**src/rtl/radtxt_pkg.sv**
```systemverilog
// ----------------------------------------------------------------------------
// Radix text package
// Shared constants, types and helper functions for the signed integer to
// custom radix text converter.
// ----------------------------------------------------------------------------
package radtxt_pkg;

  // Width of the signed input number.
  localparam int VALUE_BITS  = 32;
  // Largest alphabet that may be configured.
  localparam int MAX_SYMBOLS = 16;

  localparam int CHAR_BITS   = 8;
  localparam int DIGIT_BITS  = 4;
  localparam int RADIX_BITS  = 5;
  localparam int CFG_BITS    = 64;
  localparam int CFG_IDX_BITS = 2;
  localparam int ALPHA_BITS  = 2 * CFG_BITS;
  // Digit stack index and digit count (the count must also hold VALUE_BITS).
  localparam int INDEX_BITS  = $clog2(VALUE_BITS);
  localparam int COUNT_BITS  = $clog2(VALUE_BITS + 1);
  localparam int PROD_BITS   = 2 * VALUE_BITS;

  localparam logic [CHAR_BITS-1:0] SIGN_CHAR = 8'h2D;
  localparam logic [CHAR_BITS-1:0] PLUS_CHAR = 8'h2B;
  localparam logic [RADIX_BITS-1:0] MIN_RADIX = RADIX_BITS'(2);

  // Configuration register indexes.
  typedef enum logic [CFG_IDX_BITS-1:0] {
    REG_ALPHABET_LOW  = 2'd0,
    REG_ALPHABET_HIGH = 2'd1,
    REG_RADIX         = 2'd2
  } cfg_reg_t;

  // Sequencer states, one-hot.
  typedef enum logic [4:0] {
    ST_IDLE = 5'b00001,
    ST_MUL  = 5'b00010,
    ST_FIX  = 5'b00100,
    ST_SIGN = 5'b01000,
    ST_EMIT = 5'b10000
  } state_t;

  // Reciprocals floor(2^VALUE_BITS / k) for the supported bases. The entries
  // for zero and one are never used, as such alphabets are rejected.
  localparam logic [VALUE_BITS:0] RECIP_NUM = {1'b1, {VALUE_BITS{1'b0}}};
  localparam logic [VALUE_BITS-1:0] RECIP_TABLE [0:16] = '{
    {VALUE_BITS{1'b1}},
    {VALUE_BITS{1'b1}},
    VALUE_BITS'(RECIP_NUM / 2),
    VALUE_BITS'(RECIP_NUM / 3),
    VALUE_BITS'(RECIP_NUM / 4),
    VALUE_BITS'(RECIP_NUM / 5),
    VALUE_BITS'(RECIP_NUM / 6),
    VALUE_BITS'(RECIP_NUM / 7),
    VALUE_BITS'(RECIP_NUM / 8),
    VALUE_BITS'(RECIP_NUM / 9),
    VALUE_BITS'(RECIP_NUM / 10),
    VALUE_BITS'(RECIP_NUM / 11),
    VALUE_BITS'(RECIP_NUM / 12),
    VALUE_BITS'(RECIP_NUM / 13),
    VALUE_BITS'(RECIP_NUM / 14),
    VALUE_BITS'(RECIP_NUM / 15),
    VALUE_BITS'(RECIP_NUM / 16)
  };

  // Picks one symbol byte out of the packed alphabet.
  function automatic logic [CHAR_BITS-1:0] symbol_at(
    input logic [ALPHA_BITS-1:0] alphabet,
    input logic [DIGIT_BITS-1:0] idx
  );
    symbol_at = alphabet[idx*CHAR_BITS +: CHAR_BITS];
  endfunction

endpackage

```
**src/rtl/signed_int_to_custom_radix_text.sv**
```systemverilog
// ----------------------------------------------------------------------------
// Signed integer to custom radix text
// Converts a signed 32-bit number to text in a configured base, using a
// configured alphabet, one character per output transfer.
// ----------------------------------------------------------------------------
// Usage.
// The configuration channel (cfg_valid/cfg_ready, cfg_index, cfg_data) writes
// the two alphabet words and the radix; cfg_ready is always high, writes are
// to be made only while the converter is idle, and higher indexes are ignored.
// The input channel transfers one number when in_valid is high and in_stall is
// low; in_stall stays high while a number is converted. With an unusable
// alphabet (radix below two or above sixteen, a repeated symbol, or a sign
// among the symbols in use) the number is consumed and gives no output.
// The output channel transfers one character when out_valid is high and
// out_stall is low: a minus sign for a negative number, then the digits most
// significant first, with final_char set on the last one.
// A number gives one to thirty-two digits. Each digit is found in a multiply
// state and then a correct-and-push state; a negative number then has its
// sign loaded into the output register, and the digits follow one at a time,
// most significant first. The next number is taken only once the last digit
// has been loaded. A stalled receiver holds the output register and pauses
// emission. Reset clears the control and configuration registers, but not the
// reciprocal, the product, the digit stack or the output payload.
// ----------------------------------------------------------------------------
module signed_int_to_custom_radix_text (
  input  logic                                     clk,
  input  logic                                     rst,
  // Configuration channel.
  input  logic                                     cfg_valid,
  output logic                                     cfg_ready,
  input  logic [radtxt_pkg::CFG_IDX_BITS-1:0]      cfg_index,
  input  logic [radtxt_pkg::CFG_BITS-1:0]          cfg_data,
  // Number input channel.
  input  logic                                     in_valid,
  output logic                                     in_stall,
  input  logic signed [radtxt_pkg::VALUE_BITS-1:0] value,
  // Character output channel.
  output logic                                     out_valid,
  input  logic                                     out_stall,
  output logic [radtxt_pkg::CHAR_BITS-1:0]         character,
  output logic                                     final_char
);

  // Configuration registers.
  logic [radtxt_pkg::CFG_BITS-1:0]   alphabet_low;
  logic [radtxt_pkg::CFG_BITS-1:0]   alphabet_high;
  logic [radtxt_pkg::RADIX_BITS-1:0] radix;
  logic [radtxt_pkg::ALPHA_BITS-1:0] alphabet;

  // Conversion state.
  radtxt_pkg::state_t state;
  radtxt_pkg::state_t state_next;
  logic [radtxt_pkg::VALUE_BITS-1:0] magnitude;
  logic [radtxt_pkg::VALUE_BITS-1:0] recip;
  logic [radtxt_pkg::PROD_BITS-1:0]  product;
  logic [radtxt_pkg::COUNT_BITS-1:0] digit_count;
  logic                              is_negative;
  logic [radtxt_pkg::DIGIT_BITS-1:0] digit_stack [radtxt_pkg::VALUE_BITS];

  logic alphabet_ok;
  logic in_xfer;
  logic out_free;
  logic done_dividing;

  // Divide step signals.
  logic [radtxt_pkg::VALUE_BITS-1:0] quot_est;
  logic [radtxt_pkg::VALUE_BITS-1:0] quot_times_radix;
  logic [radtxt_pkg::VALUE_BITS-1:0] rem_est;
  logic [radtxt_pkg::VALUE_BITS-1:0] radix_wide;
  logic [radtxt_pkg::VALUE_BITS-1:0] quot_fix;
  logic [radtxt_pkg::VALUE_BITS-1:0] rem_fix;
  logic [radtxt_pkg::COUNT_BITS-1:0] count_inc;

  // Emission signals.
  logic [radtxt_pkg::COUNT_BITS-1:0] top_pos;
  logic [radtxt_pkg::DIGIT_BITS-1:0] top_digit;

  logic [radtxt_pkg::VALUE_BITS-1:0] raw;
  logic [radtxt_pkg::VALUE_BITS-1:0] raw_mag;

  assign alphabet  = {alphabet_high, alphabet_low};
  assign cfg_ready = 1'b1;

  // The alphabet check looks at every symbol pair in parallel; symbols at or
  // above the radix are ignored.
  always_comb begin
    alphabet_ok = (radix >= radtxt_pkg::MIN_RADIX) &&
                  (radix <= radtxt_pkg::RADIX_BITS'(radtxt_pkg::MAX_SYMBOLS));
    for (int a = 0; a < radtxt_pkg::MAX_SYMBOLS; a++) begin
      if (radtxt_pkg::RADIX_BITS'(a) < radix) begin
        if (radtxt_pkg::symbol_at(alphabet, radtxt_pkg::DIGIT_BITS'(a)) ==
              radtxt_pkg::SIGN_CHAR ||
            radtxt_pkg::symbol_at(alphabet, radtxt_pkg::DIGIT_BITS'(a)) ==
              radtxt_pkg::PLUS_CHAR) begin
          alphabet_ok = 1'b0;
        end
        for (int b = a + 1; b < radtxt_pkg::MAX_SYMBOLS; b++) begin
          if (radtxt_pkg::RADIX_BITS'(b) < radix &&
              radtxt_pkg::symbol_at(alphabet, radtxt_pkg::DIGIT_BITS'(a)) ==
              radtxt_pkg::symbol_at(alphabet, radtxt_pkg::DIGIT_BITS'(b))) begin
            alphabet_ok = 1'b0;
          end
        end
      end
    end
  end

  assign in_stall = (state != radtxt_pkg::ST_IDLE);
  assign in_xfer  = in_valid && !in_stall;
  // The output register may be loaded when it is empty or being emptied.
  assign out_free = !out_valid || !out_stall;

  // The magnitude is taken as unsigned, so the most negative number is exact.
  assign raw     = $unsigned(value);
  assign raw_mag = raw[radtxt_pkg::VALUE_BITS-1] ? (~raw + 1'b1) : raw;

  // Correction step: the reciprocal estimate is the true quotient or one
  // below it, so a single compare and subtract finishes the division.
  assign radix_wide       = radtxt_pkg::VALUE_BITS'(radix);
  assign quot_est         = product[radtxt_pkg::PROD_BITS-1 -: radtxt_pkg::VALUE_BITS];
  assign quot_times_radix = quot_est * radix_wide;
  assign rem_est          = magnitude - quot_times_radix;
  always_comb begin
    if (rem_est >= radix_wide) begin
      quot_fix = quot_est + 1'b1;
      rem_fix  = rem_est - radix_wide;
    end else begin
      quot_fix = quot_est;
      rem_fix  = rem_est;
    end
  end
  assign count_inc     = digit_count + 1'b1;
  assign done_dividing = (quot_fix == '0) ||
                         (count_inc == radtxt_pkg::COUNT_BITS'(radtxt_pkg::VALUE_BITS));

  assign top_pos   = digit_count - 1'b1;
  assign top_digit = digit_stack[top_pos[radtxt_pkg::INDEX_BITS-1:0]];

  always_comb begin
    state_next = state;
    case (state)
      radtxt_pkg::ST_IDLE: begin
        if (in_xfer && alphabet_ok) state_next = radtxt_pkg::ST_MUL;
      end
      radtxt_pkg::ST_MUL: begin
        state_next = radtxt_pkg::ST_FIX;
      end
      radtxt_pkg::ST_FIX: begin
        if (!done_dividing) state_next = radtxt_pkg::ST_MUL;
        else if (is_negative) state_next = radtxt_pkg::ST_SIGN;
        else state_next = radtxt_pkg::ST_EMIT;
      end
      radtxt_pkg::ST_SIGN: begin
        if (out_free) state_next = radtxt_pkg::ST_EMIT;
      end
      radtxt_pkg::ST_EMIT: begin
        if (out_free && digit_count == radtxt_pkg::COUNT_BITS'(1)) begin
          state_next = radtxt_pkg::ST_IDLE;
        end
      end
      default: begin
        state_next = radtxt_pkg::ST_IDLE;
      end
    endcase
  end

  // Control registers.
  always_ff @(posedge clk) begin
    if (rst) begin
      state         <= radtxt_pkg::ST_IDLE;
      alphabet_low  <= '0;
      alphabet_high <= '0;
      radix         <= '0;
      digit_count   <= '0;
      is_negative   <= 1'b0;
      magnitude     <= '0;
      out_valid     <= 1'b0;
    end else begin
      state <= state_next;
      if (cfg_valid && cfg_ready) begin
        case (cfg_index)
          radtxt_pkg::REG_ALPHABET_LOW:  alphabet_low  <= cfg_data;
          radtxt_pkg::REG_ALPHABET_HIGH: alphabet_high <= cfg_data;
          radtxt_pkg::REG_RADIX:         radix <= cfg_data[radtxt_pkg::RADIX_BITS-1:0];
          default: begin
          end
        endcase
      end
      if (state == radtxt_pkg::ST_IDLE && in_xfer) begin
        is_negative <= raw[radtxt_pkg::VALUE_BITS-1];
        magnitude   <= raw_mag;
        digit_count <= '0;
      end
      if (state == radtxt_pkg::ST_FIX) begin
        magnitude   <= quot_fix;
        digit_count <= count_inc;
      end
      if (state == radtxt_pkg::ST_EMIT && out_free) begin
        digit_count <= top_pos;
      end
      // Output register: loaded by the sign and digit states, emptied by a
      // transfer to the receiver.
      if ((state == radtxt_pkg::ST_SIGN || state == radtxt_pkg::ST_EMIT) && out_free) begin
        out_valid <= 1'b1;
      end else if (out_valid && !out_stall) begin
        out_valid <= 1'b0;
      end
    end
  end

  // Payload registers.
  always_ff @(posedge clk) begin
    if (state == radtxt_pkg::ST_IDLE && in_xfer) begin
      recip <= radtxt_pkg::RECIP_TABLE[radix];
    end
    if (state == radtxt_pkg::ST_MUL) begin
      product <= magnitude * recip;
    end
    if (state == radtxt_pkg::ST_FIX) begin
      digit_stack[digit_count[radtxt_pkg::INDEX_BITS-1:0]] <=
        rem_fix[radtxt_pkg::DIGIT_BITS-1:0];
    end
    if (state == radtxt_pkg::ST_SIGN && out_free) begin
      character  <= radtxt_pkg::SIGN_CHAR;
      final_char <= 1'b0;
    end
    if (state == radtxt_pkg::ST_EMIT && out_free) begin
      character  <= radtxt_pkg::symbol_at(alphabet, top_digit);
      final_char <= (digit_count == radtxt_pkg::COUNT_BITS'(1));
    end
  end

  // Checks on the sequencer and the divide unit.
  a_reject_stays_idle: assert property (@(posedge clk) disable iff (rst)
    (in_xfer && !alphabet_ok) |=> (state == radtxt_pkg::ST_IDLE))
    else $error("rejected alphabet still started a conversion");

  a_fix_radix_valid: assert property (@(posedge clk) disable iff (rst)
    (state == radtxt_pkg::ST_FIX) |-> (radix >= radtxt_pkg::MIN_RADIX))
    else $error("divide step running with an unusable radix");

  a_remainder_in_range: assert property (@(posedge clk) disable iff (rst)
    (state == radtxt_pkg::ST_FIX) |-> (rem_fix < radix_wide))
    else $error("reciprocal estimate needed more than one correction");

  a_emit_has_digit: assert property (@(posedge clk) disable iff (rst)
    (state == radtxt_pkg::ST_EMIT) |-> (digit_count != '0))
    else $error("emission entered with an empty digit stack");

  a_fix_count_bound: assert property (@(posedge clk) disable iff (rst)
    (state == radtxt_pkg::ST_FIX) |->
      (digit_count < radtxt_pkg::COUNT_BITS'(radtxt_pkg::VALUE_BITS)))
    else $error("digit stack overflow");

endmodule

```
**config.mk**
```make
export PLATFORM = sky130hd
export DESIGN_NAME = signed_int_to_custom_radix_text
export DESIGN_NICKNAME = d
export VERILOG_FILES = /design/src/rtl/radtxt_pkg.sv /design/src/rtl/signed_int_to_custom_radix_text.sv
export SDC_FILE = /design/constraint.sdc
export NUM_CORES = 2
export LEC_CHECK = 0
export BUFFER_PORTS_ARGS = -buffer_cell sky130_fd_sc_hd__buf_2
export CAP_MARGIN = 20
export CELL_PAD_IN_SITES_DETAIL_PLACEMENT = 1
export CELL_PAD_IN_SITES_GLOBAL_PLACEMENT = 2
export CORE_AREA = 2 2 338 473
export CTS_CLUSTER_SIZE = 30
export DETAILED_ROUTE_END_ITERATION = 10
export DIE_AREA = 0 0 340 475
export GPL_TIMING_DRIVEN = 0
export HOLD_SLACK_MARGIN = 0.1
export PLACE_DENSITY = 0.83
export SLEW_MARGIN = 20
export SYNTH_ARGS = -nofsm -noshare
export SYNTH_HDL_FRONTEND = slang
export SYNTH_SLANG_ARGS = --single-unit
```
**constraint.sdc**
```tcl
create_clock -name clk -period 9.76 [get_ports clk]
set_input_delay 0.976 -clock clk [delete_from_list [all_inputs] [get_ports clk]]
set_output_delay 0.976 -clock clk [all_outputs]
set_load 0.02 [all_outputs]
```
# == Yosys cells after proc, flatten, opt, wreduce, memory -nomap -nowiden ==
# Memory sizes are Yosys's and may differ from the RTL's. A register that Yosys moved wholly into a read port is not among the register bits.
# Cells that the tools add are included.
# totals
reg_bits,251
ramBits,128
rom_bits,1024
in_bits,103
output_inout_bits,12
memories,2
# op_classes
addsub,6
mul,2
order_cmp,19
eq_ne,165
shift,1
n_mux,174
bitwise,2
n_reduce_logical,161
# memory_table
name,depth,word_bits,rd,rd_ports_with_merged_regs,write_ports,line,text
(no name shown),32,32,1,1,0,signed_int_to_custom_radix_text.sv:214,recip <= radtxt_pkg::RECIP_TABLE[radix];
digit_stack,32,4,1,0,1,signed_int_to_custom_radix_text.sv:58,logic [radtxt_pkg::DIGIT_BITS-1:0] digit_stack [radtxt_pkg::VALUE_BITS];
# op_table
op,n
equality test 8 bit,120
equality test 8 x 6 -> 1 bit (second input constant),32
two-way mux 1 bit,158
logical AND 1 bit,129
two-way mux 32 bit,4
variable part select 128 x 8 -> 8 bit,1
adder 32 x 1 -> 32 bit (second input constant),2
multiplier 32 x 32 -> 64 bit,1
less-than comparator 4 x 5 -> 1 bit (first input constant),8
greater-or-equal comparator 32 x 5 -> 1 bit,1
zero test 32 bit,1
multiplier 32 x 5 -> 32 bit,1
NOT 32 bit,1
subtractor 32 bit,1
two-way mux 5 bit,5
one-hot mux 5 bit (5 select lines),1
less-than comparator 3 x 5 -> 1 bit (first input constant),4
logical OR 1 bit,19
two-way mux 6 bit,3
two-way mux 8 bit,2
less-than comparator 1 x 5 -> 1 bit (first input constant),2
less-than comparator 2 x 5 -> 1 bit (first input constant),2
adder 6 x 1 -> 6 bit (second input constant),1
equality test 6 x 1 -> 1 bit (second input constant),1
22 further kinds,30

# == Logic depth before layout (Yosys ltp) ==
# logic_depth
depth_word,157
mapped_depth,35
mapped_depth_nobuf,33

# == Least setup slack after synthesis ==
# OpenSTA, ideal clock, no wires.
# synth_timing
kind,reg-to-reg
start,register magnitude[26] (netlist bit)
end,register product[63] (netlist bit) (data pin)
arrival_time_ps,7690
t_required_ps,9500
path_slack_ps,1810
stages_incl_launch_ff,32
n_path_buf,1
cell_sequence,dfxtp_1 clkbuf_1 and2_1 fa_1 fa_1 inv_1 fa_1 inv_1 fa_1 fa_1 inv_1 fa_1 inv_1 fa_1 inv_1 fa_1 inv_1 ha_1 a21o_1 a21oi_1 nor2b_1 a2111oi_0 o221ai_1 a21bo_2 a211o_1 a21oi_1 a21oi_1 and3_1 nor2_1 o21a_1 o21ai_0 xnor2_1
# synth_between
elab_chain_len,1
# synth_lines
item,line,text
from (decl),signed_int_to_custom_radix_text.sv:53,logic [radtxt_pkg::VALUE_BITS-1:0] magnitude;
from (signal assigned),signed_int_to_custom_radix_text.sv:191,magnitude <= raw_mag;
from (signal assigned),signed_int_to_custom_radix_text.sv:195,magnitude <= quot_fix;
multiplier 32 x 32 -> 64 bit,signed_int_to_custom_radix_text.sv:217,product <= magnitude * recip;
to (signal assigned),signed_int_to_custom_radix_text.sv:217,
to (decl),signed_int_to_custom_radix_text.sv:55,logic [radtxt_pkg::PROD_BITS-1:0] product;
# No other way between the ends.
# A chain may end at the register's enable or synchronous reset.

# == Worst setup path after layout ==
# layout_timing
start,register magnitude[12] (netlist bit)
end,register product[62] (netlist bit) (data pin)
# The elaborated chain is that of the path after synthesis.

==> results.sh <==
export IMPL_status="finished clean"
export IMPL_drv_slew=0
export IMPL_min_delay_start="is_negative$_SDFFE_PP0P_"
export IMPL_drt_iter0_markers=5551
export IMPL_yosys_warnings=0
export IMPL_dieWidth_um=340
export IMPL_criticalPathCategory="reg -> reg"
export IMPL_finalCritPeriodShare_pct=97.3
export IMPL_cts_htree_levels=2
export IMPL_drc=0
export IMPL_dr_pass1_iters=5
export IMPL_ctsLongestPathBuffers=3
export IMPL_antenna_left=0
export IMPL_finalSetupViolations=0
export IMPL_area_growth_pct=8.15
export IMPL_skew_ns=0.0264
export IMPL_drive_gt1_share_pct=7.07
export IMPL_die_y_um=475
export IMPL_dieArea_um2=162000
export IMPL_syn_cell_area_um2=65600
export IMPL_hold_ws_ns=0.518
export IMPL_io_pins=115
export IMPL_synth_edf_count=191
export IMPL_fin_crit_ns=9.50
export IMPL_antenna_found_initial=25
export IMPL_hold_depth=2
export IMPL_grt_pass1_wl_mm=471
export IMPL_worst_slack_ns=0.259
export IMPL_final_area_um2=71000
export IMPL_synthFlopType="edfxtp_1"
export IMPL_yosys_register_bits=369
export IMPL_yosysTopAreaCell="fa_1"
export IMPL_worst_slew_pin_slew_ns=1.32
export IMPL_core_area_um2=157000
export IMPL_syn_inst=7373
export IMPL_cts_tree="built"
export IMPL_synth_top_area_share_pct=30.7
export IMPL_slew_headroom_pct=10.8
export IMPL_r2r_start="magnitude[12]$_SDFFE_PP0P_"
export IMPL_clock_sinks=369
export IMPL_synthTopCellsByArea="fa_1 (31%), xnor2_1 (9.5%), edfxtp_1 (8.7%)"
export IMPL_fmax_mhz=105
export IMPL_slowest_stage="dfxtp_2"
export IMPL_ys_types=88
export IMPL_port_buffer_count=112
export IMPL_synthTopCellsByCount="inv_1 (1139), fa_1 (1007), nand2_1 (927)"
export IMPL_finalHoldViolations=0
export IMPL_ff2ff_path_depth=31
export IMPL_vias=58313
export IMPL_max_stage_delay_ns=0.69
export IMPL_cap_violations=0
export IMPL_required_ns=10.19
export IMPL_pre_cts_ws_ns=-1.65
export IMPL_drt_vias_per_instance=6.02
export IMPL_seq_area_frac_synth_pct=14.2
export IMPL_startpoint_type="register"
export IMPL_grt_max_degree=33
export IMPL_syn_avg_cell_area_um2=8.90
export IMPL_wirelength_mm=338
export IMPL_start_util_pct=41.8
export IMPL_dpl_hpwl_mm=268
export IMPL_yosysMostFrequentCell="inv_1"
export IMPL_placed_cell_area_um2=69200
export IMPL_post_route_util_pct=45.2
export IMPL_grt_pass1_vias=62361
export IMPL_syn_num_nets=8799
export IMPL_place_congestion=1.04
export IMPL_crit_start="magnitude[12]$_SDFFE_PP0P_"
export IMPL_rows=172
export IMPL_root_buffer="clkbuf_16"
export IMPL_cp_max_fo=10
export IMPL_fillCellCount=18512
export IMPL_overflow=0
export IMPL_routedWlPerCell_um=34.9
export IMPL_synth_async_reset_ratio_pct=0
export IMPL_cp_data_arrival_time_ns=9.93
export IMPL_nets=8978
export IMPL_grt_use_total_pct=41.7
export IMPL_crit_path_end_kind="register"
export IMPL_cts_buffers=37
export IMPL_clk_pin_slew_worst_paths_ns=0.07
export IMPL_hold_class="reg -> reg"
export IMPL_clock_latency_ns=0.67
[registers in the layout, summed over array words and instances, names as in the netlist]
| name | flops |
|---|---|
| radix | 5 |
| out_valid | 1 |
| character | 8 |
| recip | 22 |
| is_negative | 1 |
| final_char | 1 |
| digit_stack | 128 |
| digit_count | 6 |
| product | 32 |
| alphabet_high | 64 |
| state | 5 |
| magnitude | 32 |
| alphabet_low | 64 |
[path summary, 6_finish.rpt]
kind,end,slack (ns)
worst max-delay path,product[62]$_DFFE_PP_,0.26
worst min register to register,is_negative$_SDFFE_PP0P_,0.52
worst max register to register,product[62]$_DFFE_PP_,0.26
worst min-delay path,is_negative$_SDFFE_PP0P_,0.52
[cell families after synthesis]
logic type	Yosys count	synth area share [%]
multiplexers	112	2.51
AND/OR/NAND/NOR	2068	15.4
AO/OA/AOI/OAI	711	6.89
other	1	0.00571
buffers and inverters	1708	9.85
flip-flops	369	14.2
XOR/XNOR	1081	14.4
adder cells (fa/ha/maj)	1323	36.7
[area by class of cell]
class                           count  area, µm²  area share (%)
Multi-Input combinational cell   5296      50000            70.5
Inverter                         1139       4280            6.02
Buffer                            566       2480            3.50
Tap cell                         2088       2610            3.68
Sequential cell                   369       9340            13.2
Timing Repair Buffer              143        907            1.28
Clock buffer                       51       1040            1.47
Clock inverter                     16        249           0.351
Antenna cell                       22       55.1          0.0776
[critical path: cells and delay by family, from the launching register on]
family | cells | cell delay (ns)
adder cells (fa/ha/maj) | 9 | 4.39
buffers and inverters | 9 | 1.05
AO/OA/AOI/OAI | 8 | 1.89
flip-flops | 1 | 0.69
AND/OR/NAND/NOR | 5 | 1.24
[metal layers]
metal	wire length [µm]	global-route usage (%)	share of wire (%)	up-vias
met2	154000	67.6	46	3438
met1	120000	47.5	35	29868
met4	37600	36.9	11	12
li1	-	-	-	23637
met5	79	0	0.023	-
met3	26300	7.25	7.8	1358
[timing repair]
| action | in CTS | in global routing |
|---|---|---|
| pin swaps | 0 | 3 |
| buffers inserted | 4 | 11 |
| hold buffers | 0 | 0 |
| endpoints found under the hold margin | 0 | 0 |
| setup endpoints to repair | 163 | 141 |
| resized for setup | 113 | 105 |
[metrics by stage]
stage	instances	setup TNS, ns
CTS	9656	0
global route	9674	-0.00910
floorplan	7373	0
detailed placement	9586	-88.45
finish	9690	0
global placement	9573	-208.75
[layout by cell type, fill, tap and decap left out, drive strengths merged, types with 104 or more instances in the layout]
cell       n
buf      293
clkbuf   465
a21oi    267
ha       316
nand2    927
xor2     370
dfxtp    178
o21ai    104
edfxtp   191
nand4    171
and2     338
nor4     124
inv     1142
fa      1007
xnor2    711
nor2     186
Power is not shown: default switching activity piles up to over one toggle a cycle in this logic, so the estimate is an artifact.
